**config.mk**
```make
export PLATFORM = sky130hd
export DESIGN_NAME = ffba_ctrl
export DESIGN_NICKNAME = d
export VERILOG_FILES = /design/src/rtl/ffba_pkg.sv /design/src/rtl/ffba_ctrl.sv
export VERILOG_INCLUDE_DIRS = /design/src /design/src/rtl
export SDC_FILE = /design/constraint.sdc
export NUM_CORES = 1
export LEC_CHECK = 0
export BUFFER_PORTS_ARGS = -buffer_cell sky130_fd_sc_hd__buf_4
export CAP_MARGIN = 20
export CORE_MARGIN = 2
export CORE_UTILIZATION = 50
export CTS_CLUSTER_DIAMETER = 30
export DETAILED_ROUTE_END_ITERATION = 16
export PLACE_DENSITY_LB_ADDON = 0.15
export SLEW_MARGIN = 20
export SYNTH_ARGS = -nofsm -noshare
export SYNTH_HDL_FRONTEND = slang
export SYNTH_SLANG_ARGS = --single-unit
```
**constraint.sdc**
```tcl
create_clock -name clk -period 2.5 [get_ports clk]
set_clock_uncertainty 0.15 [all_clocks]
set_input_delay 0.25 -clock clk [delete_from_list [all_inputs] [get_ports clk]]
set_output_delay 0.25 -clock clk [all_outputs]
set_load 0.05 [all_outputs]
```
**src/rtl/first_fit_block_allocator_top_assert.svh**
```systemverilog
// Assertion macros used by the allocator controller.
`ifndef FIRST_FIT_BLOCK_ALLOCATOR_TOP_ASSERT_SVH
`define FIRST_FIT_BLOCK_ALLOCATOR_TOP_ASSERT_SVH

// Same-cycle implication, sampled on clk, off while rst_n is low.
`define FFBA_ASSERT_IMP(lbl, ante, cons, msg) \
    lbl: assert property (@(posedge clk) disable iff (!rst_n) (ante) |-> (cons)) \
        else $error(msg);

// Next-cycle implication, sampled on clk, off while rst_n is low.
`define FFBA_ASSERT_NXT(lbl, ante, cons, msg) \
    lbl: assert property (@(posedge clk) disable iff (!rst_n) (ante) |=> (cons)) \
        else $error(msg);

`endif

```
**src/rtl/ffba_pkg.sv**
```systemverilog
// Package with the allocator's constants, codes and controller/datapath types.
`default_nettype none
package ffba_pkg;

    localparam int POOL_BYTES    = 65536;
    localparam int GRANULE_BYTES = 16;
    localparam int HEADER_BYTES  = 16;

    localparam int NGRAN      = POOL_BYTES / GRANULE_BYTES;
    localparam int IDX_W      = $clog2(NGRAN);
    localparam int LEN_W      = IDX_W + 1;
    localparam int GRAN_SHIFT = $clog2(GRANULE_BYTES);
    localparam int MEM_W      = LEN_W + 2;
    localparam int MIN_REST   = (HEADER_BYTES + GRANULE_BYTES + GRANULE_BYTES - 1) / GRANULE_BYTES;

    localparam int OP_W     = 1;
    localparam int REQ_W    = 20;
    localparam int ADDR_W   = 16;
    localparam int STATUS_W = 2;
    localparam int SUM_W    = REQ_W + 1;

    localparam logic [OP_W-1:0] OP_ALLOC   = 1'b0;
    localparam logic [OP_W-1:0] OP_RELEASE = 1'b1;

    typedef enum logic [STATUS_W-1:0] {
        ST_OK,
        ST_ZERO,
        ST_NOFIT,
        ST_BADREL
    } status_t;

    typedef enum logic [3:0] {
        ACT_NONE,
        ACT_CLEAR,
        ACT_LOAD,
        ACT_RD_FIRST,
        ACT_RD_IDX,
        ACT_STEP,
        ACT_TAKE,
        ACT_SPLIT,
        ACT_SHRINK,
        ACT_FREE,
        ACT_M_LOOK,
        ACT_M_JOIN,
        ACT_M_CLR,
        ACT_M_ADV
    } act_t;

    typedef struct packed {
        act_t    act;
        logic    push;
        status_t res_status;
        logic    res_grant;
    } ffba_cmd_t;

    typedef struct packed {
        logic op_release;
        logic req_zero;
        logic rel_null;
        logic rel_bad;
        logic rd_len_zero;
        logic rd_free;
        logic rd_start;
        logic fits;
        logic split_ok;
        logic step_out;
        logic clen_out;
        logic clr_done;
        logic slot_free;
    } ffba_sts_t;

endpackage
`default_nettype wire

```
**src/rtl/ffba_ctrl.sv**
```systemverilog
// Allocator controller: sequences clearing, chain walks, merges and results.
`default_nettype none
`include "first_fit_block_allocator_top_assert.svh"
module ffba_ctrl (
    input  logic                clk,
    input  logic                rst_n,
    input  logic                in_valid,
    output logic                in_ready,
    input  ffba_pkg::ffba_sts_t sts,
    output ffba_pkg::ffba_cmd_t cmd
);
    import ffba_pkg::*;

    typedef enum logic [3:0] {
        S_CLEAR,
        S_IDLE,
        S_DECODE,
        S_A_CHECK,
        S_A_SHRINK,
        S_R_CHECK,
        S_M_START,
        S_M_CUR,
        S_M_NXT,
        S_M_CLR,
        S_RESULT
    } state_t;

    state_t  state_reg, state_next;
    status_t res_status_reg, res_status_next;
    logic    res_grant_reg, res_grant_next;
    act_t    act;

    always_comb
    begin
        state_next      = state_reg;
        res_status_next = res_status_reg;
        res_grant_next  = res_grant_reg;
        act             = ACT_NONE;
        case (state_reg)
            S_CLEAR:
            begin
                act = ACT_CLEAR;
                if (sts.clr_done)
                begin
                    state_next = S_IDLE;
                end
            end
            S_IDLE:
            begin
                if (in_valid)
                begin
                    act        = ACT_LOAD;
                    state_next = S_DECODE;
                end
            end
            S_DECODE:
            begin
                res_grant_next = 1'b0;
                if (!sts.op_release)
                begin
                    if (sts.req_zero)
                    begin
                        res_status_next = ST_ZERO;
                        state_next      = S_RESULT;
                    end
                    else
                    begin
                        act        = ACT_RD_FIRST;
                        state_next = S_A_CHECK;
                    end
                end
                else if (sts.rel_null)
                begin
                    res_status_next = ST_OK;
                    state_next      = S_RESULT;
                end
                else if (sts.rel_bad)
                begin
                    res_status_next = ST_BADREL;
                    state_next      = S_RESULT;
                end
                else
                begin
                    act        = ACT_RD_IDX;
                    state_next = S_R_CHECK;
                end
            end
            S_A_CHECK:
            begin
                if (sts.rd_len_zero)
                begin
                    res_status_next = ST_NOFIT;
                    state_next      = S_RESULT;
                end
                else if (sts.fits)
                begin
                    res_status_next = ST_OK;
                    res_grant_next  = 1'b1;
                    if (sts.split_ok)
                    begin
                        act        = ACT_SPLIT;
                        state_next = S_A_SHRINK;
                    end
                    else
                    begin
                        act        = ACT_TAKE;
                        state_next = S_RESULT;
                    end
                end
                else if (sts.step_out)
                begin
                    res_status_next = ST_NOFIT;
                    state_next      = S_RESULT;
                end
                else
                begin
                    act = ACT_STEP;
                end
            end
            S_A_SHRINK:
            begin
                act        = ACT_SHRINK;
                state_next = S_RESULT;
            end
            S_R_CHECK:
            begin
                if (!sts.rd_start)
                begin
                    res_status_next = ST_BADREL;
                    state_next      = S_RESULT;
                end
                else
                begin
                    act             = ACT_FREE;
                    res_status_next = ST_OK;
                    state_next      = S_M_START;
                end
            end
            S_M_START:
            begin
                act        = ACT_RD_FIRST;
                state_next = S_M_CUR;
            end
            S_M_CUR:
            begin
                if (sts.rd_len_zero || sts.step_out)
                begin
                    state_next = S_RESULT;
                end
                else if (sts.rd_free)
                begin
                    act        = ACT_M_LOOK;
                    state_next = S_M_NXT;
                end
                else
                begin
                    act = ACT_STEP;
                end
            end
            S_M_NXT:
            begin
                if (sts.rd_start && sts.rd_free)
                begin
                    act        = ACT_M_JOIN;
                    state_next = S_M_CLR;
                end
                else
                begin
                    act        = ACT_M_ADV;
                    state_next = S_M_CUR;
                end
            end
            S_M_CLR:
            begin
                act = ACT_M_CLR;
                if (sts.clen_out)
                begin
                    state_next = S_RESULT;
                end
                else
                begin
                    state_next = S_M_NXT;
                end
            end
            S_RESULT:
            begin
                if (sts.slot_free)
                begin
                    state_next = S_IDLE;
                end
            end
            default:
            begin
                state_next = S_IDLE;
            end
        endcase
    end

    always_ff @(posedge clk or negedge rst_n)
    begin
        if (!rst_n)
        begin
            state_reg      <= S_CLEAR;
            res_status_reg <= ST_OK;
            res_grant_reg  <= 1'b0;
        end
        else
        begin
            state_reg      <= state_next;
            res_status_reg <= res_status_next;
            res_grant_reg  <= res_grant_next;
        end
    end

    assign in_ready       = (state_reg == S_IDLE);
    assign cmd.act        = act;
    assign cmd.push       = (state_reg == S_RESULT) && sts.slot_free;
    assign cmd.res_status = res_status_reg;
    assign cmd.res_grant  = res_grant_reg;

    `FFBA_ASSERT_NXT(a_accept_decode, in_valid && in_ready, state_reg == S_DECODE, "accepted transaction not decoded")
    `FFBA_ASSERT_NXT(a_result_idle, state_reg == S_RESULT && sts.slot_free, state_reg == S_IDLE, "result pushed without return to idle")
    `FFBA_ASSERT_NXT(a_clear_done, state_reg == S_CLEAR && sts.clr_done, state_reg == S_IDLE, "clearing pass did not end")
endmodule
`default_nettype wire

```
## Yosys cells after proc, flatten, opt, wreduce, memory -nomap -nowiden

Cells that the tools add are included.

- Output and inout port bits: 9
- RAM bits: 0
- Bits in latches: 0
- Memories: 0
- Flip-flop bits (word level): 7
- Bits in read-only memories: 0
- Logic and storage cells: 74
- Input bits: 16

- Div/mod/pow operators: 0
- Reductions and logical operators: 9
- Add/sub/neg operators: 0
- Multiply operators: 0
- Bitwise logic cells: 0
- Mux-type cells: 43
- Magnitude comparators: 0
- Shift-type cells: 0
- Equality and inequality tests: 19

Operator list:

| cell | number |
|---|---|
| 4-bit two-way mux | 21 |
| 4-bit one-hot mux with 11 select lines | 1 |
| 4-bit one-hot mux with 10 select lines | 1 |
| 2-bit two-way mux | 11 |
| 4-bit by 3-bit equality test with 1-bit output, second input constant | 4 |
| 4-bit equality test, second input constant | 3 |
| 3-bit two-way mux | 4 |
| 2-bit inequality test, second input constant | 5 |
| 4-bit by 2-bit equality test with 1-bit output, second input constant | 2 |
| 4-bit inequality test, second input constant | 2 |
| 3-bit inequality test, second input constant | 2 |
| 2-bit one-hot mux with 3 select lines | 1 |
| 5-bit AND reduction | 1 |
| 4-bit by 1-bit equality test with 1-bit output, second input constant | 1 |
| 4-bit zero test | 1 |
| 4-bit AND reduction | 1 |
| 1-bit two-way mux | 3 |
| 3-bit AND reduction | 1 |
| 3-bit nonzero test | 1 |
| 1-bit logical AND | 2 |
| 1-bit one-hot mux with 2 select lines | 1 |
| 2-bit nonzero test | 1 |
| 1-bit logical OR | 1 |

## Longest topological paths before layout

- Word-level depth: 4
- Depth in mapped cells: 6
- Depth with buffers taken out: 4

## Worst setup path before layout

No wires, ideal clock.

- Path type: reg-to-output
- From: register state_reg[1]
- To: output port cmd[5] (netlist bit)
- Cell stages (with the launch flop): 6
- Path slack: -0.095 ns
- Path buffers: 2
- Arrival time: 2.195 ns
- Cell sequence: dfrtp_1 -> buf_2 -> clkbuf_1 -> nor2b_1 -> a22oi_1 -> o21ai_0

RTL lines:

| element | line | RTL |
|---|---|---|
| from (decl) | ffba_ctrl.sv:28 | `state_t state_reg, state_next;` |
| from (signal assigned) | ffba_ctrl.sv:209 | `state_reg <= state_next;` |
| to (decl) | ffba_ctrl.sv:10 | `output ffba_pkg::ffba_cmd_t cmd` |

==> results.cfg <==
[min_path]
hold_path_end = state_reg[3]$_DFFE_PN0P_
hp-class = input pin to register
whs_path_depth = 2
hp-start = sts[0]

[yosys]
yosys_warnings = 0
synthFlopType = dfrtp_1
synth_top_area_share_pct = 21.2
synth_compound_area_share_pct = 27.7
ys_ff_latch = 7
synth_nets = 123
synth_cell_types = 47
synth_edf_count = 0
synthCells = 107
synth_area_leaders = dfrtp_1 (21%), nand2b_1 (5.3%), nor2b_1 (4.5%)
synth_area_um2 = 827
yosys.area.top_type = dfrtp_1
ys_async_sr_fraction_pct = 100
synth_adder_area_share_pct = 0
synthMuxAreaShare_pct = 2.72
synth_xor_xnor_area_share_pct = 1.06
syn_avg_cell_area_um2 = 7.73
synthSimpleGateAreaFrac_pct = 41.0
seq_area_frac_synth_pct = 21.2
synth_top_family_by_area = simple AND/OR/NAND/NOR gates

[setup_path]
worstSetupPathType = register to output pin
worstPathRequired_ns = 2.10
r2r-end = res_status_reg[0]$_DFFE_PN0P_
slowest_stage = dfrtp_1
cp_max_fo = 11
slowest_delay_ns = 0.54
reg2reg_depth = 4
reg2reg_from = state_reg[3]$_DFFE_PN0P_
arrival_ns = 2.00
worstSetupEndpointType = output pin
start_kind = register
crit_chain = or2b_1 > or3_1 > and3_1 > o21ai_1 > buf_4
r2r_setup_slack_ns = 0.36

[pwr]
leakage_nw = 0.450
p_per_area_mw_per_mm2 = 1270
p_total_mw = 1.34
vdd_ir_drop_max_v = 0.000946

[timing]
hold_viol = 0
worstMarginPinSlew_ns = 0.449
period_share_pct = 96.0
slew_violations = 0
timing.final.ws_setup_ns = 0.0999
rsz0062_at_grt = no
relSlewSlack_pct = 70.1
fmax_mhz = 417
finalSetupTns_ns = 0
setup_viol = 0
hold_ws_ns = 0.0479
post-route-min-period_ns = 2.40

[clock_tree]
cts_tree = yes
h-tree-depth = 1
cts_buffers = 3
cts_buffer_depth = 2
root_buffer = clkbuf_4
clk_pin_slew_ns = 0.06
cts.sink_count = 7
clkLatencyLatePin_ns = 0.26

[global_routing]
grt_antenna_before_repair = 0
first_global_vias = 843
grt_usage_pct = 26.2
grt_pass1_wl_mm = 3.84
grt_max_degree = 18
gr-total-overflow = 0

[routing]
drt-total-wl_mm = 2.21
drc_errors = 0
routedWlPerCell_um = 15.0
vias = 918
dr.pass1.iters = 4
drtAntennaViolNets = 0
drtIter0Drc = 45
via_per_inst = 6.24

[floorplanning]
fp.coreArea_mm2 = 0.00152
die_y_um = 44.7
die_area_mm2 = 0.00200
row_count = 14
pin_count = 25
die_w_um = 44.7
initial_core_util_pct = 54.3

[finish]
fin_cells = 147
layout.nets = 148
mostFrequentLayoutCells = buf_4 (28), nand2_1 (8), nand2b_1 (7), nor2b_1 (6), o21ai_0 (6)
num_antenna_cells = 0
final_core_util_pct = 69.0
final_common_cell = buf_4
largest_register_ff_count = 4
postLayoutCellArea_mm2 = 0.00105
layout-drive-gt1-share_pct = 31.3
syn2layout_area_growth_pct = 27.2

[run]
cap_violations = 0

[placed_design]
port-buffer-count = 24
hpwl_mm = 1.75
place_congestion = 0.896
dp_cells = 142
place_area_mm2 = 0.00101
dp_slack_ns = 0.342

[status]
status = completed
[cell type report]
class	instances	area (um2)
well taps	16	20.0
flip-flops and latches	7	178
fillers	136	472
inverters	2	7.51
clock inverters	1	5.00
multi-input cells	89	599
clock buffers	3	22.5
repair buffers	29	220
[how the worst max path moves through the flow]
stage | start | endpoint | slack [ns] | cells after the start
CTS | state_reg[0]$_DFFE_PN0P_ | cmd[5] | 0.11 | 5
global placement | state_reg[1]$_DFFE_PN0P_ | cmd[6] | 0.39 | 4
floorplan | state_reg[3]$_DFFE_PN0P_ | cmd[7] | 0.05 | 5
global route | state_reg[3]$_DFFE_PN0P_ | cmd[6] | 0.004 | 6
detailed placement | state_reg[1]$_DFFE_PN0P_ | res_status_reg[0]$_DFFE_PN0P_ | 0.34 | 4
finish | state_reg[0]$_DFFE_PN0P_ | cmd[5] | 0.1 | 5
[cells in the mapped netlist (2+ instances only)]
master     n
nor2_1     4
or3b_2     2
a21oi_1    3
or3_1      3
nor3_1     5
nand4b_1   2
buf_2      6
inv_1      2
dfrtp_1    7
o21ai_0    7
a2bb2oi_1  2
nand2_1    8
o221ai_1   2
mux2_1     2
a21boi_0   2
o22ai_1    2
nor2b_1    6
and3_1     2
nand3_1    4
o31ai_1    2
a22oi_1    2
nand2b_1   7
[worst max-delay path, delay by kind of cell (launching register included)]
family	cells	cell delay, ns
flops	1	0.54
simple gates	3	0.93
compound gates	1	0.06
buf+inv	1	0.21
[metal layers]
layer / up-vias / part of all wire [%] / track usage (%)
met2: 47 / 46 / 38.8
met5: - / 0 / 0
met3: 7 / 9.5 / 6.94
met4: 0 / 2.1 / 10.3
li1: 453 / - / -
met1: 411 / 42 / 35.9
[what timing repair did]
| action | CTS | global route |
|---|---|---|
| setup endpoints to repair | 0 | 2 |
| buffers inserted | 0 | 0 |
| resized for setup | 0 | 2 |
| hold endpoints to repair | 7 | 0 |
| hold buffers | 1 | 0 |
[cell families after synthesis]
logic type	Yosys count
AND/OR/NAND/NOR	54
AO/OA/AOI/OAI	32
buffers and inverters	11
flip-flops	7
multiplexers	2
XOR/XNOR	1
[where the power goes]
group,total (mW),internal [mW],switching (mW),leakage [nW]
Clock,0.106,0.0587,0.0471,0.0177
Sequential,0.271,0.166,0.105,0.0855
Combinational,0.963,0.389,0.574,0.347
No activity file was read; power rests on OpenSTA's default activity.
